File: config.mk
export PLATFORM = sky130hd
export DESIGN_NAME = utf8_to_utf16_lossy_decoder
export DESIGN_NICKNAME = d
export VERILOG_FILES = /design/src/rtl/u8u16_pkg.sv /design/src/rtl/utf8_to_utf16_lossy_decoder.sv /design/src/rtl/u8u16_ctrl.sv /design/src/rtl/u8u16_dp.sv
export SDC_FILE = /design/constraint.sdc
export NUM_CORES = 1
export LEC_CHECK = 0
export BUFFER_PORTS_ARGS = -buffer_cell sky130_fd_sc_hd__clkbuf_2
export CAP_MARGIN = 5
export CORE_ASPECT_RATIO = 0.8
export CORE_MARGIN = 1
export CORE_UTILIZATION = 55
export CTS_BUF_LIST = sky130_fd_sc_hd__clkbuf_4
export DETAILED_ROUTE_END_ITERATION = 6
export GPL_ROUTABILITY_DRIVEN = 0
export MAX_ROUTING_LAYER = met4
export PLACE_DENSITY = 0.81
export RECOVER_POWER = 25
export SLEW_MARGIN = 20
export SYNTH_ARGS = -nofsm -noshare
export SYNTH_HDL_FRONTEND = slang
export SYNTH_HIERARCHICAL = 1
export SYNTH_SLANG_ARGS = --single-unit
File: constraint.sdc
create_clock -name clk -period 7.6 [get_ports clk]
set_input_delay 0.38 -clock clk [delete_from_list [all_inputs] [get_ports clk]]
set_output_delay 0.38 -clock clk [all_outputs]
set_load 0.02 [all_outputs]
File: src/rtl/u8u16_pkg.sv
// Shared types, constants and byte classification helpers for the UTF-8 to UTF-16 decoder.
package u8u16_pkg;

  localparam int unsigned BufDepth = 4;

  localparam logic [15:0] UNIT_REPLACE = 16'hFFFD;
  localparam logic [15:0] HI_SURR_BASE = 16'hD800;
  localparam logic [15:0] LO_SURR_BASE = 16'hDC00;
  localparam logic [15:0] SURR_LAST = 16'hDFFF;
  localparam logic [20:0] SUPP_BASE = 21'h010000;
  localparam logic [20:0] CODE_MAX = 21'h10FFFF;
  localparam logic [15:0] MIN_THREE = 16'h0800;
  localparam logic [10:0] MIN_TWO = 11'h080;

  typedef logic [7:0] byte_t;
  typedef logic [2:0] pos_t;

  typedef enum logic [1:0] {
    SEL_SCAN = 2'd0,
    SEL_LO   = 2'd1,
    SEL_TAIL = 2'd2
  } unit_sel_t;

  typedef struct packed {
    logic      load;
    logic      emit;
    unit_sel_t sel;
  } dp_cmd_t;

  typedef struct packed {
    logic stop;
    logic tail;
    logic pair;
    logic last_adv;
    logic last_now;
    logic out_free;
    pos_t count;
    pos_t pos;
  } dp_sts_t;

  function automatic pos_t lead_len(input byte_t b);
    pos_t len;
    len = 3'd0;
    if ((b & 8'hE0) == 8'hC0) begin
      len = 3'd2;
    end else if ((b & 8'hF0) == 8'hE0) begin
      len = 3'd3;
    end else if ((b & 8'hF8) == 8'hF0) begin
      len = 3'd4;
    end
    return len;
  endfunction

  function automatic logic stop_at(input byte_t b, input pos_t x, input pos_t n);
    pos_t       len;
    logic [3:0] reach;
    len = lead_len(b);
    reach = {1'b0, x} + {1'b0, len};
    return (x >= n) || ((len != 3'd0) && (reach > {1'b0, n}));
  endfunction

endpackage

File: src/rtl/utf8_to_utf16_lossy_decoder.sv
// Top level of the lossy UTF-8 to UTF-16 decoder: controller, datapath and checks.
// Each byte is taken and appended to a four-byte buffer of held bytes; the decoder then
// walks that buffer with a scan pointer and produces one UTF-16 code unit per cycle into
// the output register while the result side does not stall. A byte may yield further
// units (a surrogate pair, a replacement for an invalid sequence followed by rescanned
// bytes, or the replacement at the end of a truncated text), and a byte that only extends
// a held sequence yields no unit. Stalls on the result side hold the scan. No new byte is
// taken while the scan runs; the next byte is taken while the last unit still waits in
// the output register.
module utf8_to_utf16_lossy_decoder (
  input  logic        clk,
  input  logic        rst_n,
  input  logic        in_valid,
  output logic        in_stall,
  input  logic [7:0]  in_text_byte,
  input  logic        in_final_byte,
  output logic        out_valid,
  input  logic        out_stall,
  output logic [15:0] out_code_unit,
  output logic        out_run_end,
  output logic        out_text_end
);

  u8u16_pkg::dp_cmd_t cmd;
  u8u16_pkg::dp_sts_t sts;

  u8u16_ctrl u_ctrl (
    .clk      (clk),
    .rst_n    (rst_n),
    .in_valid (in_valid),
    .in_stall (in_stall),
    .sts      (sts),
    .cmd      (cmd)
  );

  u8u16_dp u_dp (
    .clk           (clk),
    .rst_n         (rst_n),
    .in_text_byte  (in_text_byte),
    .in_final_byte (in_final_byte),
    .out_valid     (out_valid),
    .out_stall     (out_stall),
    .out_code_unit (out_code_unit),
    .out_run_end   (out_run_end),
    .out_text_end  (out_text_end),
    .cmd           (cmd),
    .sts           (sts)
  );

  // The end of a text always closes the run of the byte that caused it.
  a_text_end_closes_run: assert property (@(posedge clk) disable iff (!rst_n)
    out_valid && out_text_end |-> out_run_end)
    else $error("text end without run end");

  // A high surrogate is always followed by its low half within the same run.
  a_high_surrogate_not_last: assert property (@(posedge clk) disable iff (!rst_n)
    out_valid && (out_code_unit[15:10] == 6'b110110) |-> !out_run_end)
    else $error("high surrogate closes a run");

  // The scan pointer never passes the number of buffered bytes.
  a_pointer_in_range: assert property (@(posedge clk) disable iff (!rst_n)
    (sts.count <= 3'd4) && (sts.pos <= sts.count))
    else $error("scan pointer out of range");

  // Loading a byte and emitting a unit never happen in the same cycle.
  a_load_emit_exclusive: assert property (@(posedge clk) disable iff (!rst_n)
    cmd.load |-> !cmd.emit)
    else $error("load and emit together");

endmodule

File: src/rtl/u8u16_ctrl.sv
// Controller state machine: takes bytes, steps the scan and issues unit transfers.
module u8u16_ctrl (
  input  logic                clk,
  input  logic                rst_n,
  input  logic                in_valid,
  output logic                in_stall,
  input  u8u16_pkg::dp_sts_t  sts,
  output u8u16_pkg::dp_cmd_t  cmd
);

  typedef enum logic [2:0] {
    ST_IDLE = 3'b001,
    ST_SCAN = 3'b010,
    ST_LO   = 3'b100
  } state_t;

  state_t state_r, state_nxt;

  always_ff @(posedge clk) begin
    if (!rst_n) begin
      state_r <= ST_IDLE;
    end else begin
      state_r <= state_nxt;
    end
  end

  assign in_stall = (state_r != ST_IDLE);

  always_comb begin
    state_nxt = state_r;
    cmd.load  = 1'b0;
    cmd.emit  = 1'b0;
    cmd.sel   = u8u16_pkg::SEL_SCAN;
    case (state_r)
      ST_IDLE: begin
        if (in_valid) begin
          cmd.load  = 1'b1;
          state_nxt = ST_SCAN;
        end
      end
      ST_SCAN: begin
        if (sts.stop) begin
          if (sts.tail) begin
            if (sts.out_free) begin
              cmd.emit  = 1'b1;
              cmd.sel   = u8u16_pkg::SEL_TAIL;
              state_nxt = ST_IDLE;
            end
          end else begin
            state_nxt = ST_IDLE;
          end
        end else if (sts.out_free) begin
          cmd.emit = 1'b1;
          cmd.sel  = u8u16_pkg::SEL_SCAN;
          if (sts.pair) begin
            state_nxt = ST_LO;
          end else if (sts.last_adv) begin
            state_nxt = ST_IDLE;
          end
        end
      end
      ST_LO: begin
        if (sts.out_free) begin
          cmd.emit  = 1'b1;
          cmd.sel   = u8u16_pkg::SEL_LO;
          state_nxt = sts.last_now ? ST_IDLE : ST_SCAN;
        end
      end
      default: begin
        state_nxt = ST_IDLE;
      end
    endcase
  end

endmodule

File: src/rtl/u8u16_dp.sv
// Datapath: byte buffer, scan pointer, sequence decoder and output register.
module u8u16_dp (
  input  logic                clk,
  input  logic                rst_n,
  input  logic [7:0]          in_text_byte,
  input  logic                in_final_byte,
  output logic                out_valid,
  input  logic                out_stall,
  output logic [15:0]         out_code_unit,
  output logic                out_run_end,
  output logic                out_text_end,
  input  u8u16_pkg::dp_cmd_t  cmd,
  output u8u16_pkg::dp_sts_t  sts
);

  u8u16_pkg::byte_t buf_r [u8u16_pkg::BufDepth];
  u8u16_pkg::byte_t buf_nxt [u8u16_pkg::BufDepth];
  u8u16_pkg::pos_t  cnt_r, cnt_nxt;
  u8u16_pkg::pos_t  pos_r, pos_nxt;
  logic             fin_r, fin_nxt;
  logic [15:0]      lo_r, lo_nxt;
  logic             out_valid_r;
  logic [15:0]      code_r;
  logic             run_end_r;
  logic             text_end_r;

  u8u16_pkg::byte_t w0, w1, w2, w3;
  u8u16_pkg::pos_t  len, adv, pos_adv, rest, idx;
  logic [10:0]      cp2;
  logic [15:0]      cp3;
  logic [20:0]      cp4;
  logic [20:0]      off;
  logic             cont_ok, seq_ok;
  logic [15:0]      unit, hi_unit, lo_unit;
  logic             pair;
  logic             stop_now, stop_adv, tail_now, tail_adv;
  logic             out_free;

  assign w0 = buf_r[pos_r[1:0]];
  assign w1 = buf_r[2'(pos_r[1:0] + 2'd1)];
  assign w2 = buf_r[2'(pos_r[1:0] + 2'd2)];
  assign w3 = buf_r[2'(pos_r[1:0] + 2'd3)];

  assign len = u8u16_pkg::lead_len(w0);
  assign cp2 = {w0[4:0], w1[5:0]};
  assign cp3 = {w0[3:0], w1[5:0], w2[5:0]};
  assign cp4 = {w0[2:0], w1[5:0], w2[5:0], w3[5:0]};
  assign off = cp4 - u8u16_pkg::SUPP_BASE;
  assign hi_unit = u8u16_pkg::HI_SURR_BASE + {6'd0, off[19:10]};
  assign lo_unit = u8u16_pkg::LO_SURR_BASE + {6'd0, off[9:0]};

  assign cont_ok = (w1[7:6] == 2'b10) &&
                   ((len < 3'd3) || (w2[7:6] == 2'b10)) &&
                   ((len < 3'd4) || (w3[7:6] == 2'b10));

  always_comb begin
    seq_ok = 1'b0;
    case (len)
      3'd2: seq_ok = cp2 >= u8u16_pkg::MIN_TWO;
      3'd3: seq_ok = (cp3 >= u8u16_pkg::MIN_THREE) &&
                     !((cp3 >= u8u16_pkg::HI_SURR_BASE) && (cp3 <= u8u16_pkg::SURR_LAST));
      3'd4: seq_ok = (cp4 >= u8u16_pkg::SUPP_BASE) && (cp4 <= u8u16_pkg::CODE_MAX);
      default: seq_ok = 1'b0;
    endcase
    seq_ok = seq_ok && cont_ok;
  end

  always_comb begin
    unit = u8u16_pkg::UNIT_REPLACE;
    adv  = 3'd1;
    pair = 1'b0;
    if (w0[7] == 1'b0) begin
      unit = {8'h00, w0};
    end else if ((len != 3'd0) && seq_ok) begin
      adv = len;
      case (len)
        3'd2: unit = {5'd0, cp2};
        3'd3: unit = cp3;
        default: begin
          unit = hi_unit;
          pair = 1'b1;
        end
      endcase
    end
  end

  assign pos_adv  = pos_r + adv;
  assign stop_now = u8u16_pkg::stop_at(w0, pos_r, cnt_r);
  assign stop_adv = u8u16_pkg::stop_at(buf_r[pos_adv[1:0]], pos_adv, cnt_r);
  assign tail_now = fin_r && (cnt_r > pos_r);
  assign tail_adv = fin_r && (cnt_r > pos_adv);
  assign out_free = !out_valid_r || !out_stall;

  assign sts.stop     = stop_now;
  assign sts.tail     = tail_now;
  assign sts.pair     = pair;
  assign sts.last_adv = stop_adv && !tail_adv;
  assign sts.last_now = stop_now && !tail_now;
  assign sts.out_free = out_free;
  assign sts.count    = cnt_r;
  assign sts.pos      = pos_r;

  assign rest = fin_r ? 3'd0 : (cnt_r - pos_r);

  always_comb begin
    for (int k = 0; k < u8u16_pkg::BufDepth; k++) begin
      idx = pos_r + 3'(k);
      buf_nxt[k] = buf_r[k];
      if (cmd.load) begin
        buf_nxt[k] = (3'(k) < rest) ? buf_r[idx[1:0]] : in_text_byte;
      end
    end
  end

  always_comb begin
    cnt_nxt = cnt_r;
    pos_nxt = pos_r;
    fin_nxt = fin_r;
    lo_nxt  = lo_r;
    if (cmd.load) begin
      cnt_nxt = rest + 3'd1;
      pos_nxt = 3'd0;
      fin_nxt = in_final_byte;
    end else if (cmd.emit && (cmd.sel == u8u16_pkg::SEL_SCAN)) begin
      pos_nxt = pos_adv;
      lo_nxt  = lo_unit;
    end
  end

  always_ff @(posedge clk) begin
    for (int k = 0; k < u8u16_pkg::BufDepth; k++) begin
      buf_r[k] <= buf_nxt[k];
    end
    lo_r <= lo_nxt;
  end

  always_ff @(posedge clk) begin
    if (!rst_n) begin
      cnt_r <= 3'd0;
      pos_r <= 3'd0;
      fin_r <= 1'b0;
    end else begin
      cnt_r <= cnt_nxt;
      pos_r <= pos_nxt;
      fin_r <= fin_nxt;
    end
  end

  always_ff @(posedge clk) begin
    if (!rst_n) begin
      out_valid_r <= 1'b0;
    end else if (cmd.emit) begin
      out_valid_r <= 1'b1;
    end else if (!out_stall) begin
      out_valid_r <= 1'b0;
    end
  end

  always_ff @(posedge clk) begin
    if (cmd.emit) begin
      case (cmd.sel)
        u8u16_pkg::SEL_SCAN: begin
          code_r     <= unit;
          run_end_r  <= !pair && sts.last_adv;
          text_end_r <= !pair && sts.last_adv && fin_r;
        end
        u8u16_pkg::SEL_LO: begin
          code_r     <= lo_r;
          run_end_r  <= sts.last_now;
          text_end_r <= sts.last_now && fin_r;
        end
        u8u16_pkg::SEL_TAIL: begin
          code_r     <= u8u16_pkg::UNIT_REPLACE;
          run_end_r  <= 1'b1;
          text_end_r <= 1'b1;
        end
        default: begin
          code_r     <= u8u16_pkg::UNIT_REPLACE;
          run_end_r  <= 1'b1;
          text_end_r <= fin_r;
        end
      endcase
    end
  end

  assign out_valid     = out_valid_r;
  assign out_code_unit = code_r;
  assign out_run_end   = run_end_r;
  assign out_text_end  = text_end_r;

endmodule

==> results.tsv <==
stage	metric	value	unit
run_status	status	finished with violations	
run_status	failing checks	DRC, capacitance limit, slew limit	
layout	Area Growth Syn to Fin	5.64	%
synth	Async S/R FF share, synth	0	%
worst_setup_path	Critical Path Source Type	flip-flop	
synth	Most used DFF post-synth	edfxtp_1	
power_and_ir_drop	clock share of power	25.6	%
sta	Pins Over Slew Limit	41	
clock_network	clock root cell	clkbuf_4	
floorplan	io pins	33	
power_and_ir_drop	proportion of power drawn by flip-flops and latches	43.6	%
floorplan	Chip Width	112	µm
synth	Post-Synth Simple-Gate Area	11.4	%
synth	Synth Area in Compound Gates	14.0	%
placed_design	# port buffers	32	
synth	Seq/Total Area, Yosys	38.4	%
clock_network	clk_lat worst skew	450	ps
floorplan	Row Count	31	
placed_design	setup slack at placement	490	ps
synth	Post-Syn Instances	457	
grt	global-route wire length before repair	21300	µm
worst_setup_path	crit path kind	flip-flop to flip-flop	
clock_network	total CTS buffers	9	
clock_network	Post-CTS Hold Buffers	0	
drt	Vias	4143	
worst_setup_path	endpoint type of the worst setup path	flip-flop	
grt	pin count of the biggest net entering global routing	41	
synth	XOR/XNOR Fraction of Synth Area	1.31	%
synth	Yosys Warn Count	6	
power_and_ir_drop	Max IR drop VDD	140	µV
clock_network	CTS Buffer Depth	2	
drt	Avg Vias per Cell	6.93	
grt	initial antenna violation count	0	
synth	Syn Area/Cell	11.7	µm²
sta	Hold WS	197	ps
drt	DR WL/cell	21.9	µm
placed_design	dpl hpwl	9540	µm
clock_network	Num Clock Sinks	73	
drt	total wire length	13100	µm
drt	DR iter-0 viols	703	
floorplan	initial core utilization	57.9	%
power_and_ir_drop	power consumption	1.21	mW
clock_network	H-tree depth	3	
sta	fmax	140	MHz
synth	mapped cell area	5370	µm²
layout	most frequent cells in the layout	edfxtp_1, nand2_1, mux4_2	
clock_network	clk slew on worst S/H paths	120	ps
layout	share of cells above drive strength 1	23.4	%
clock_network	Post-CTS Setup Bufs	0	
synth	#FFs+latches synth	73	
grt	grt ovf	0	
synth	mux share of post-synthesis cell area	21.9	%
grt	All-Layer GR Usage	28.2	%
job	MaxCap Viol Count	1	
layout	commonest non-fill, non-tap cell in the layout	edfxtp_1	
synth	Distinct cells, synth	67	
clock_network	CTS tree	done	
layout	ant diodes	0	
floorplan	Die Area	10200	µm²
floorplan	core area	9270	µm²
power_and_ir_drop	Int Power	0.812	mW
sta	Max-slew headroom	-22.2	%
synth	syn_nets	497	
power_and_ir_drop	NetSw	0.403	mW
sta	PnR worst setup slack	479	ps
worst_setup_path	CP max FO	15	
sta	fin crit share	93.7	%
worst_setup_path	WP data arrival	7450	ps
sta	Final Hold Viols	0	
power_and_ir_drop	sw frac	33.2	%
sta	clk_skew	15.4	ps
sta	aggregate negative setup slack	0	ps
sta	fin crit period	7120	ps
power_and_ir_drop	P per Cell Area	214	nW/µm²
synth	Adder-Cell Fraction of Synth Area	6.85	%
layout	Net count, final	518	
drt	DRC violations left	1	
sta	RSZ-0062 raised after global routing	false	
synth	number of synthesized flops with an enable pin	60	
floorplan	die height	90.4	µm
drt	post-route ant nets	0	
synth	largest family of logic cells by synthesized area	multiplexers	
drt	drt pass-1 iters	7	
power_and_ir_drop	combinational fraction of design power	30.8	%
sta	Least-Margin Pin Slew	1830	ps
sta	final setup fails	0	
power_and_ir_drop	Pleak	1.97	nW
hold_path	min-delay worst type	input port to flip-flop	
worst_setup_path	CP required	7930	ps
grt	vias in the first global route	3914	
repair_timing:
action | CTS | global route
gates resized for setup | 0 | 2
endpoints found under the hold margin | 0 | 0
endpoints found under the setup margin | 0 | 3
Yosys cell counts (all sizes together), types with 3 or more instances:
master,count,share of area (%)
clkbuf,13,0.93
a211o,5,0.82
nand2b,8,0.93
a21o,8,1.1
nand2,36,2.6
nor4,3,0.35
nor3,5,0.47
a311oi,4,0.65
o31ai,4,0.56
nor2b,9,1.0
o211a,3,0.56
a22oi,10,1.4
buf,15,2.9
mux2,30,6.3
ha,23,5.4
o211ai,6,1.1
a21oi,15,1.4
nand4,3,0.35
edfxtp,60,34
a31oi,8,0.93
mux2i,5,0.93
nand3b,3,0.42
and2,3,0.35
xnor2,6,0.98
fa,4,1.5
nand3,11,1.0
or2,3,0.40
dfxtp,13,4.8
and3,4,0.49
mux4,35,15
inv,31,2.2
nor2,22,1.5
a221o,4,0.75
o21ai,19,2.0
cell type report:
type,count,area (µm²)
clock buffers,10,75.1
inverters,32,125
fillers,721,3600
multi-input cells,324,2970
flip-flops and latches,73,2060
repair buffers,38,180
clock inverters,6,106
well taps,115,144
worst paths after layout:
kind / slack (ps) / cells after the start / to / start
worst max-delay path: 480 / 25 / u_ctrl/state_r[0] / flip-flop
worst min-delay path: 200 / 3 / u_dp/fin_r / in_final_byte
worst min register to register: 550 / 2 / u_dp/out_valid / u_dp/out_valid
worst max register to register: 480 / 25 / u_ctrl/state_r[0] / flip-flop
power by group through the flow:
stage	Combinational, mW	Sequential (mW)	Clock, mW
floorplan	0.276	0.519	0
global placement	0.348	0.531	0
detailed placement	0.362	0.535	0
CTS	0.365	0.527	0.316
global route	0.402	0.534	0.335
finish	0.374	0.530	0.311
stage by stage:
step | instances | area (µm²) | util, %
finish | 598 | 5670 | 61.2
global route | 598 | 5670 | 61.2
CTS | 598 | 5690 | 61.4
floorplan | 457 | 5370 | -
global placement | 582 | 5510 | 59.5
detailed placement | 582 | 5510 | 59.5
cell families after synthesis:
| logic type | count (synthesis) |
|---|---|
| DFF | 73 |
| muxes | 70 |
| AOI/OAI and AO/OA | 100 |
| buffers and inverters | 60 |
| xor gates and xnor gates | 8 |
| adders and majority gates | 27 |
| and+or+nand+nor | 119 |
metal layers:
metal | routed length (µm) | GRT usage [%]
met5 | 0 | -
met4 | 185 | 8.00
met3 | 1620 | 7.99
met2 | 5840 | 40.3
met1 | 5450 | 39.5
worst max-delay path, stage by stage, from the launching register on:
cell and delay [ps]:
dfxtp_1 640, mux4_2 620, and3b_1 570, o31ai_1 130
and3_1 190, or3b_4 430, o21ai_4 190, nand2_1 110
ha_1 200, fa_1 690, mux4_2 380, nor3b_1 210
ha_1 220, inv_1 60, fa_1 480, inv_1 40
ha_1 290, a21o_1 190, a21oi_1 130, a31oi_1 50
a211oi_1 220, o21ai_0 180, o21ai_0 250, o2111ai_2 200
a21oi_1 210, o221ai_2 100
registers in the layout (all words and copies together) (netlist names), 3 cells and up, named ones only:
signal              count
u_dp/pos_r              3
u_dp/lo_r              10
u_dp/cnt_r              3
u_ctrl/state_r          3
u_dp/buf_r             32
u_dp/out_code_unit     16
Power figures use the tool's default switching activity.
